<file path="src/hdl/mlmf_pkg.sv">
package mlmf_pkg;

   // configuration register indexes
   localparam int CSR_INDEX_W = 3;
   localparam logic [CSR_INDEX_W-1:0] CSR_LONG_PRESS   = 3'd0;
   localparam logic [CSR_INDEX_W-1:0] CSR_MOTION_HOLD  = 3'd1;
   localparam logic [CSR_INDEX_W-1:0] CSR_MAN_SHORT_TO = 3'd2;
   localparam logic [CSR_INDEX_W-1:0] CSR_MAN_LONG_TO  = 3'd3;
   localparam logic [CSR_INDEX_W-1:0] CSR_FADE_STEP    = 3'd4;

   // register reset values
   localparam logic [15:0] LONG_PRESS_RST   = 16'd1000;
   localparam logic [31:0] MOTION_HOLD_RST  = 32'd120000;
   localparam logic [31:0] MAN_SHORT_TO_RST = 32'd3600000;
   localparam logic [31:0] MAN_LONG_TO_RST  = 32'd14400000;
   localparam logic [7:0]  FADE_STEP_RST    = 8'd10;

   // brightness constants
   localparam logic [7:0] LEVEL_MAX  = 8'd255;
   localparam logic [7:0] LEVEL_GATE = 8'd100;
   localparam logic [7:0] LEVEL_KICK = 8'd5;

   typedef struct packed {
      logic        motion;
      logic        button_down;
      logic [31:0] now_ms;
   } req_type;

   typedef struct packed {
      logic [7:0] level_a;
      logic [7:0] level_b;
      logic [7:0] level_c;
      logic       light_wanted;
      logic       in_manual;
   } rsp_type;

   // classified pass handed from front to back
   typedef struct packed {
      logic        motion;
      logic [31:0] now_ms;
      logic        short_press;
      logic        long_press;
      logic        force_c;
   } cmd_type;

   // settings used by the back end
   typedef struct packed {
      logic [31:0] motion_hold_ms;
      logic [31:0] manual_short_timeout_ms;
      logic [31:0] manual_long_timeout_ms;
      logic [7:0]  fade_step_ms;
   } cfg_type;

endpackage

</file>
<file path="src/hdl/motion_light_mode_fader_top.sv">
// Motion light controller with auto/manual modes and a three-channel fader.
// Input queue: drive req_data and raise req_push; a transaction is taken on
// a rising edge with req_push high and req_full low. Each transaction is one
// control pass (motion level, button level, millisecond timestamp).
// Result queue: while rsp_empty is low the oldest result sits on rsp_data;
// raise rsp_pop to take it. Exactly one result per accepted pass, in order.
// Settings port: csr_valid/csr_ready with csr_index and csr_wdata; csr_ready
// is always high. Write settings only while no pass is in flight.
// Throughput is one pass per cycle unless the result queue is full: the front
// end (button classifier) and back end (mode logic plus fader) each handle a
// pass combinationally, with two-entry queues between them and at the output.
// An accepted pass is stored in the middle queue; the back end handles it as
// it leaves, and its result is held in the result queue until it is popped.
// When the receiver stops popping, the result queue fills, the back end
// holds, the middle queue fills, and req_full rises; nothing is dropped.
// Synchronous reset clears all mode and fader state, empties both queues
// and restores the settings to their default values.
module motion_light_mode_fader_top #(
   parameter int CMD_DEPTH = 2,
   parameter int RSP_DEPTH = 2
) (
   input  logic                                 clock,
   input  logic                                 reset,
   input  logic                                 req_push,
   input  mlmf_pkg::req_type                    req_data,
   output logic                                 req_full,
   output logic                                 rsp_empty,
   input  logic                                 rsp_pop,
   output mlmf_pkg::rsp_type                    rsp_data,
   input  logic                                 csr_valid,
   output logic                                 csr_ready,
   input  logic [mlmf_pkg::CSR_INDEX_W-1:0]     csr_index,
   input  logic [31:0]                          csr_wdata
);
   import mlmf_pkg::*;

   logic [15:0] long_press_ff;
   cfg_type     cfg_ff;
   logic        req_accept;
   cmd_type     front_cmd;
   cmd_type     back_cmd;
   logic        cmd_full;
   logic        cmd_empty;
   logic        rsp_full;
   logic        back_fire;
   rsp_type     back_rsp;

   assign csr_ready  = 1'b1;
   assign req_full   = cmd_full;
   assign req_accept = req_push && !cmd_full;
   assign back_fire  = !cmd_empty && !rsp_full;

   // settings registers
   always_ff @(posedge clock) begin
      if (reset) begin
         long_press_ff                  <= LONG_PRESS_RST;
         cfg_ff.motion_hold_ms          <= MOTION_HOLD_RST;
         cfg_ff.manual_short_timeout_ms <= MAN_SHORT_TO_RST;
         cfg_ff.manual_long_timeout_ms  <= MAN_LONG_TO_RST;
         cfg_ff.fade_step_ms            <= FADE_STEP_RST;
      end else if (csr_valid && csr_ready) begin
         case (csr_index)
            CSR_LONG_PRESS: begin
               long_press_ff <= csr_wdata[15:0];
            end
            CSR_MOTION_HOLD: begin
               cfg_ff.motion_hold_ms <= csr_wdata;
            end
            CSR_MAN_SHORT_TO: begin
               cfg_ff.manual_short_timeout_ms <= csr_wdata;
            end
            CSR_MAN_LONG_TO: begin
               cfg_ff.manual_long_timeout_ms <= csr_wdata;
            end
            CSR_FADE_STEP: begin
               cfg_ff.fade_step_ms <= csr_wdata[7:0];
            end
            default: begin
            end
         endcase
      end
   end

   mlmf_front u_front (
      .clock         (clock),
      .reset         (reset),
      .accept        (req_accept),
      .req           (req_data),
      .long_press_ms (long_press_ff),
      .cmd           (front_cmd)
   );

   mlmf_fifo #(
      .WIDTH ($bits(cmd_type)),
      .DEPTH (CMD_DEPTH)
   ) u_cmd_fifo (
      .clock   (clock),
      .reset   (reset),
      .push    (req_accept),
      .wr_data (front_cmd),
      .full    (cmd_full),
      .pop     (back_fire),
      .rd_data (back_cmd),
      .empty   (cmd_empty)
   );

   mlmf_back u_back (
      .clock (clock),
      .reset (reset),
      .fire  (back_fire),
      .cmd   (back_cmd),
      .cfg   (cfg_ff),
      .rsp   (back_rsp)
   );

   mlmf_fifo #(
      .WIDTH ($bits(rsp_type)),
      .DEPTH (RSP_DEPTH)
   ) u_rsp_fifo (
      .clock   (clock),
      .reset   (reset),
      .push    (back_fire),
      .wr_data (back_rsp),
      .full    (rsp_full),
      .pop     (rsp_pop),
      .rd_data (rsp_data),
      .empty   (rsp_empty)
   );

endmodule

</file>
<file path="src/hdl/mlmf_fifo.sv">
module mlmf_fifo #(
   parameter int WIDTH = 1,
   parameter int DEPTH = 2
) (
   input  logic             clock,
   input  logic             reset,
   input  logic             push,
   input  logic [WIDTH-1:0] wr_data,
   output logic             full,
   input  logic             pop,
   output logic [WIDTH-1:0] rd_data,
   output logic             empty
);

   localparam int PTR_W = (DEPTH > 1) ? $clog2(DEPTH) : 1;
   localparam int CNT_W = $clog2(DEPTH + 1);

   logic [WIDTH-1:0] entry_ff [DEPTH];
   logic [PTR_W-1:0] wr_ptr_ff, wr_ptr_in;
   logic [PTR_W-1:0] rd_ptr_ff, rd_ptr_in;
   logic [CNT_W-1:0] count_ff, count_in;
   logic             push_ok;
   logic             pop_ok;

   assign full    = (count_ff == CNT_W'(DEPTH));
   assign empty   = (count_ff == '0);
   assign push_ok = push && !full;
   assign pop_ok  = pop && !empty;
   assign rd_data = entry_ff[rd_ptr_ff];

   // advance pointers and occupancy
   always_comb begin
      wr_ptr_in = wr_ptr_ff;
      rd_ptr_in = rd_ptr_ff;
      count_in  = count_ff;
      if (push_ok) begin
         wr_ptr_in = (wr_ptr_ff == PTR_W'(DEPTH - 1)) ? '0 : wr_ptr_ff + 1'b1;
      end
      if (pop_ok) begin
         rd_ptr_in = (rd_ptr_ff == PTR_W'(DEPTH - 1)) ? '0 : rd_ptr_ff + 1'b1;
      end
      if (push_ok && !pop_ok) begin
         count_in = count_ff + 1'b1;
      end else if (pop_ok && !push_ok) begin
         count_in = count_ff - 1'b1;
      end
   end

   always_ff @(posedge clock) begin
      if (reset) begin
         wr_ptr_ff <= '0;
         rd_ptr_ff <= '0;
         count_ff  <= '0;
      end else begin
         wr_ptr_ff <= wr_ptr_in;
         rd_ptr_ff <= rd_ptr_in;
         count_ff  <= count_in;
      end
   end

   // store the pushed transaction
   always_ff @(posedge clock) begin
      if (push_ok) begin
         entry_ff[wr_ptr_ff] <= wr_data;
      end
   end

   a_count_bound: assert property (@(posedge clock) disable iff (reset)
      count_ff <= CNT_W'(DEPTH))
      else $error("fifo occupancy above depth");

   a_count_up: assert property (@(posedge clock) disable iff (reset)
      (push_ok && !pop_ok) |=> (count_ff == $past(count_ff) + 1'b1))
      else $error("fifo count did not grow on push");

   a_ptr_match: assert property (@(posedge clock) disable iff (reset)
      (empty || full) |-> (wr_ptr_ff == rd_ptr_ff))
      else $error("fifo pointers disagree with occupancy");

endmodule

</file>
<file path="src/hdl/mlmf_front.sv">
module mlmf_front (
   input  logic              clock,
   input  logic              reset,
   input  logic              accept,
   input  mlmf_pkg::req_type req,
   input  logic [15:0]       long_press_ms,
   output mlmf_pkg::cmd_type cmd
);
   import mlmf_pkg::*;

   logic        held_ff, held_in;
   logic [31:0] press_mark_ff, press_mark_in;
   logic [31:0] held_time;
   logic [31:0] long_limit;

   assign held_time  = req.now_ms - press_mark_ff;
   assign long_limit = {16'd0, long_press_ms};

   // classify press and release edges of the button, and flag a press held past the limit
   always_comb begin
      held_in         = held_ff;
      press_mark_in   = press_mark_ff;
      cmd.motion      = req.motion;
      cmd.now_ms      = req.now_ms;
      cmd.short_press = 1'b0;
      cmd.long_press  = 1'b0;
      cmd.force_c     = req.button_down && held_ff && (held_time > long_limit);
      if (req.button_down && !held_ff) begin
         held_in       = 1'b1;
         press_mark_in = req.now_ms;
      end else if (!req.button_down && held_ff) begin
         held_in       = 1'b0;
         press_mark_in = '0;
         if (held_time < long_limit) begin
            cmd.short_press = 1'b1;
         end else begin
            cmd.long_press = 1'b1;
         end
      end
   end

   always_ff @(posedge clock) begin
      if (reset) begin
         held_ff       <= 1'b0;
         press_mark_ff <= '0;
      end else if (accept) begin
         held_ff       <= held_in;
         press_mark_ff <= press_mark_in;
      end
   end

endmodule

</file>
<file path="src/hdl/mlmf_back.sv">
module mlmf_back (
   input  logic              clock,
   input  logic              reset,
   input  logic              fire,
   input  mlmf_pkg::cmd_type cmd,
   input  mlmf_pkg::cfg_type cfg,
   output mlmf_pkg::rsp_type rsp
);
   import mlmf_pkg::*;

   logic        light_ff, light_in;
   logic        manual_ff, manual_in;
   logic        use_long_ff, use_long_in;
   logic        quiet_flag_ff, quiet_flag_in;
   logic        entered_ff, entered_in;
   logic        motion_flag_ff, motion_flag_in;
   logic [31:0] quiet_mark_ff, quiet_mark_in;
   logic [31:0] motion_mark_ff, motion_mark_in;
   logic [31:0] fade_mark_ff, fade_mark_in;
   logic [7:0]  bright_a_ff, bright_a_in;
   logic [7:0]  bright_b_ff, bright_b_in;
   logic [7:0]  bright_c_ff, bright_c_in;
   logic [31:0] limit;
   logic [31:0] quiet_time;
   logic [31:0] motion_time;
   logic [31:0] fade_time;

   assign motion_time = cmd.now_ms - motion_mark_ff;
   assign fade_time   = cmd.now_ms - fade_mark_ff;

   // mode logic then at most one fader step
   always_comb begin
      light_in       = light_ff;
      manual_in      = manual_ff;
      use_long_in    = use_long_ff;
      quiet_flag_in  = quiet_flag_ff;
      entered_in     = entered_ff;
      motion_flag_in = motion_flag_ff;
      quiet_mark_in  = quiet_mark_ff;
      motion_mark_in = motion_mark_ff;
      fade_mark_in   = fade_mark_ff;
      bright_a_in    = bright_a_ff;
      bright_b_in    = bright_b_ff;
      bright_c_in    = cmd.force_c ? LEVEL_KICK : bright_c_ff;
      limit          = '0;
      quiet_time     = '0;

      if (manual_ff) begin
         if (!entered_ff) begin
            quiet_mark_in = cmd.now_ms;
            entered_in    = 1'b1;
         end
         if (cmd.short_press) begin
            light_in = !light_ff;
         end
         if (cmd.long_press) begin
            use_long_in   = 1'b0;
            manual_in     = 1'b0;
            bright_c_in   = LEVEL_KICK;
            quiet_flag_in = 1'b0;
         end
         if (!cmd.motion && !quiet_flag_in) begin
            quiet_flag_in = 1'b1;
            quiet_mark_in = cmd.now_ms;
         end else if (cmd.motion && quiet_flag_in) begin
            quiet_flag_in = 1'b0;
            quiet_mark_in = cmd.now_ms;
         end
         limit      = use_long_in ? cfg.manual_long_timeout_ms
                                  : cfg.manual_short_timeout_ms;
         quiet_time = cmd.now_ms - quiet_mark_in;
         if (quiet_time > limit) begin
            manual_in     = 1'b0;
            quiet_flag_in = 1'b0;
            use_long_in   = 1'b0;
            quiet_mark_in = cmd.now_ms;
         end
      end else begin
         entered_in = 1'b0;
         if (cmd.motion && !motion_flag_ff) begin
            motion_flag_in = 1'b1;
            light_in       = 1'b1;
            motion_mark_in = cmd.now_ms;
         end
         if (!cmd.motion && motion_flag_ff) begin
            motion_flag_in = 1'b0;
            motion_mark_in = cmd.now_ms;
         end else if (light_ff && !cmd.motion && (motion_time > cfg.motion_hold_ms)) begin
            light_in = 1'b0;
         end
         if (cmd.short_press) begin
            use_long_in = 1'b0;
            manual_in   = 1'b1;
            bright_b_in = LEVEL_KICK;
         end
         if (cmd.long_press) begin
            use_long_in = 1'b1;
            manual_in   = 1'b1;
            bright_a_in = LEVEL_KICK;
         end
      end

      // step channels in order a, b, c with cross gating
      if (fade_time > {24'd0, cfg.fade_step_ms}) begin
         fade_mark_in = cmd.now_ms;
         if (light_in) begin
            if (bright_a_in != LEVEL_MAX) begin
               bright_a_in = bright_a_in + 1'b1;
            end
            if (bright_b_in != LEVEL_MAX && bright_c_in > LEVEL_GATE) begin
               bright_b_in = bright_b_in + 1'b1;
            end
            if (bright_c_in != LEVEL_MAX && bright_a_in > LEVEL_GATE) begin
               bright_c_in = bright_c_in + 1'b1;
            end
         end else begin
            if (bright_a_in != '0 && bright_b_in < LEVEL_GATE) begin
               bright_a_in = bright_a_in - 1'b1;
            end
            if (bright_b_in != '0) begin
               bright_b_in = bright_b_in - 1'b1;
            end
            if (bright_c_in != '0 && bright_a_in < LEVEL_GATE) begin
               bright_c_in = bright_c_in - 1'b1;
            end
         end
      end
   end

   always_comb begin
      rsp.level_a      = bright_a_in;
      rsp.level_b      = bright_b_in;
      rsp.level_c      = bright_c_in;
      rsp.light_wanted = light_in;
      rsp.in_manual    = manual_in;
   end

   always_ff @(posedge clock) begin
      if (reset) begin
         light_ff       <= 1'b0;
         manual_ff      <= 1'b0;
         use_long_ff    <= 1'b0;
         quiet_flag_ff  <= 1'b0;
         entered_ff     <= 1'b0;
         motion_flag_ff <= 1'b0;
         quiet_mark_ff  <= '0;
         motion_mark_ff <= '0;
         fade_mark_ff   <= '0;
         bright_a_ff    <= '0;
         bright_b_ff    <= '0;
         bright_c_ff    <= '0;
      end else if (fire) begin
         light_ff       <= light_in;
         manual_ff      <= manual_in;
         use_long_ff    <= use_long_in;
         quiet_flag_ff  <= quiet_flag_in;
         entered_ff     <= entered_in;
         motion_flag_ff <= motion_flag_in;
         quiet_mark_ff  <= quiet_mark_in;
         motion_mark_ff <= motion_mark_in;
         fade_mark_ff   <= fade_mark_in;
         bright_a_ff    <= bright_a_in;
         bright_b_ff    <= bright_b_in;
         bright_c_ff    <= bright_c_in;
      end
   end

endmodule

</file>
<file path="config.mk">
export PLATFORM = sky130hd
export DESIGN_NAME = motion_light_mode_fader_top
export DESIGN_NICKNAME = d
export VERILOG_FILES = /design/src/hdl/mlmf_pkg.sv /design/src/hdl/motion_light_mode_fader_top.sv /design/src/hdl/mlmf_fifo.sv /design/src/hdl/mlmf_front.sv /design/src/hdl/mlmf_back.sv
export SDC_FILE = /design/constraint.sdc
export NUM_CORES = 1
export LEC_CHECK = 0
export BUFFER_PORTS_ARGS = -buffer_cell sky130_fd_sc_hd__buf_2
export CAP_MARGIN = 20
export CORE_UTILIZATION = 30
export DETAILED_ROUTE_END_ITERATION = 8
export PLACE_DENSITY = 0.44
export SETUP_SLACK_MARGIN = 0.2
export SLEW_MARGIN = 20
export SYNTH_ARGS = -nofsm -noshare
export SYNTH_HDL_FRONTEND = slang
export SYNTH_SLANG_ARGS = --single-unit
</file>
<file path="constraint.sdc">
create_clock -name clock -period 8.1 [get_ports clock]
set_input_delay 0.405 -clock clock [delete_from_list [all_inputs] [get_ports clock]]
set_output_delay 0.405 -clock clock [all_outputs]
set_load 0.02 [all_outputs]
</file>
==> reports/results.ini <==
[clock_network]
clockBufferDepth = 3
insertion_delay_ns = 0.65
clk_pin_slew_ns = 0.06
ctsRootBufferMaster = clkbuf_16
cts_tree = done
cts_buffers = 54
cts.sinks = 413
htree_levels = 2

[global_route]
grt_max_degree = 79
grt.total_usage = 0.184
grt_pass1_wl_microns = 128000
antenna_found_initial = 2
grt_pass1_vias = 21400
grt-ovfl-total = 0

[timing]
fin_crit_ns = 7.35
maxSlewHeadroom = 0.369
rsz0062_at_grt = no
tightest_slew_ns = 0.947
fmax_ghz = 0.136
fin_crit_sh = 0.908
hold_viol_final = 0
layout_setup_ws_ns = 0.747
holdWs_ns = 0.0297
drv_slew = 0
skew_ns = 0.0871
setup_violations = 0

[logic_synthesis]
yosysTopAreaCellShare = 0.219
avgSynthCellArea_sq_um = 8.38
synth_cell_types = 100
netlist_area_sq_mm = 0.0264
synth-edff-count = 124
synth_fp_nets = 3455
ys_seq_elements = 413
yosys_warnings = 0
netlist_instances = 3148
synth_top_cell_by_area = dfxtp_1
synthTopCellsByArea = dfxtp_1 22%, edfxtp_1 14%, ha_1 11%
synth-main-ff-cell = dfxtp_1
seq_area_frac_synth = 0.360
ys_async_sr_fraction = 0

[layout]
syn2layout_area_growth_pct = 15.0
diodes = 0
final_cell_mix = 424 x nand2_1, 287 x dfxtp_1, 260 x a21oi_1, 257 x nor2_1, 241 x inv_1
final_nets = 3534
final_cells = 4428
layout_commonest_cell = nand2_1
layout-drive-gt1-share = 0.108

[floorplanning]
die_x_microns = 299
die_area_sq_mm = 0.0891
rows = 108
start_util = 0.304
die_y_microns = 299
io_pins = 103
coreArea_sq_mm = 0.0869

[worst_setup_path]
crit_path_max_incr_delay_ns = 0.55
worstSetupPathType = register to register
critPathCaptureType = register
worstPathRequired_ns = 8.51
crit_path_frequent_cell = a21o_1
ff2ff_setup_slack_ns = 0.75
worstPathArrival_ns = 7.77
startpoint_type = register
cpMaxStageDelayCell = dfxtp_2
crit_fanout = 36

[route]
wl_per_cell_microns = 18.9
drt_iter0_markers = 1132
drt-vias-per-instance = 5.02
drtPass1Iterations = 6
routed_wirelength_microns = 83500
post-route-drc-count = 0
ant_nets = 0
vias = 22200

[power_and_ir_drop]
p_sw_w = 0.00572
p_comb_frac = 0.575
pwr_density_cell_mw_per_mm2 = 425
p_leak_nw = 12.0
clkPwrFrac = 0.198
internal-power_w = 0.00718
swShare = 0.443
pwr-share-seq = 0.227
max-vdd-ir-drop_uv = 195
power_w = 0.0129

[placed_design]
dpl.cell_count = 4307
pre_cts_ws_ns = -0.00618
io_buffers = 101
hpwl_microns = 61900
gp_congestion = 0.876

[min_path]
hold_class = input port to register

[run]
cap_violations = 0

[run_status]
outcome = completed

## what timing repair did
item / CTS / global route
cloned: 1 / 0
hold buffers: 17 / 0
resized for setup: 0 / 9
pin swaps: 1 / 0
setup endpoints to repair: 18 / 97
endpoints found under the hold margin: 33 / 0
buffers inserted: 1 / 0
## worst max-delay path, delay by kind of cell, from the launching register on
kind / cells / cell delay, ns
flops: 1 / 0.55
compound gates: 20 / 3.82
mux: 1 / 0.30
simple gates: 4 / 0.57
xor+xnor: 1 / 0.17
fa+ha+maj: 2 / 0.61
buf+inv: 5 / 1.11
## power by group through the flow
stage	sequential (W)	clock [W]	combinational, W
global placement	0.00298	0	0.00747
global route	0.00298	0.00271	0.00830
detailed placement	0.00297	0	0.00741
CTS	0.00293	0.00263	0.00747
floorplan	0.00286	0	0.00546
finish	0.00293	0.00255	0.00741
## path summary, 6_finish.rpt
path                                              start                               endpoint  cells past startpoint
hold / removal                              req_data[2]    u_cmd_fifo.entry_ff[0][5]$_DFFE_PP_                      1
setup reg to reg                               register   u_back.quiet_mark_ff[0]$_SDFFE_PP0P_                     33
setup / recovery                               register   u_back.quiet_mark_ff[0]$_SDFFE_PP0P_                     33
hold reg to reg   u_front.press_mark_ff[7]$_SDFFE_PP0P_  u_front.press_mark_ff[7]$_SDFFE_PP0P_                      2
## sequential cells by signal, indices dropped and copies added (netlist names), 8 cells and up, named ones only
register and flops:
u_back.fade_mark_ff 32, u_back.motion_mark_ff 32, u_back.bright_a_ff 8, u_back.bright_b_ff 8
cfg_ff 104, u_rsp_fifo.entry_ff 52, u_cmd_fifo.entry_ff 72, long_press_ff 16
u_back.quiet_mark_ff 32, u_back.bright_c_ff 8, u_front.press_mark_ff 32
## through the flow
step           cell area [sq um]   TNS, ns  utilization
2_1_floorplan              26400         0            -
3_3_place_gp               28200         0        0.324
3_5_place_dp               28200  -0.00866        0.324
4_1_cts                    30300         0        0.349
5_1_grt                    30300         0        0.349
6_report                   30300         0        0.349
## cell usage after synthesis (18+ instances only)
master	n
nand2_1	425
inv_1	242
o21ai_0	129
edfxtp_1	124
clkbuf_1	126
a21o_1	77
nor2_1	264
xor2_1	33
nor2b_1	24
a21oi_1	261
and2_1	19
and3_1	18
xnor2_1	79
dfxtp_1	289
nor3_1	41
mux2i_1	81
nand2b_1	26
nand4_1	36
a211oi_1	112
nand3_1	110
o21a_1	43
ha_1	229
mux2_2	29
o211ai_1	27
a31oi_1	28
## area by class of cell
class	instances	area, sq um
well taps	1155	1450
fillers	9085	56600
multi-input cells	2339	15400
repair buffers	176	1130
inverters	243	912
clock buffers	72	1560
clock inverters	30	363
flip-flops and latches	413	9510
## logic make-up after synthesis
family          Yosys count  synth area share
fa+ha+maj               233             0.112
xor+xnor                112            0.0372
compound gates          828             0.205
other cells               1          0.000142
simple gates           1052             0.181
buf+inv                 397            0.0600
mux                     112            0.0441
flops                   413             0.360
## per-layer routing
layer,GRT usage,part of all wire,vias up
met3,0.0276,0.042,113
met4,0.0552,0.028,4
li1,-,-,11400
met5,0,0.00030,-
met1,0.251,0.48,10400
met2,0.299,0.45,376
Power figures use the tool's default switching activity.
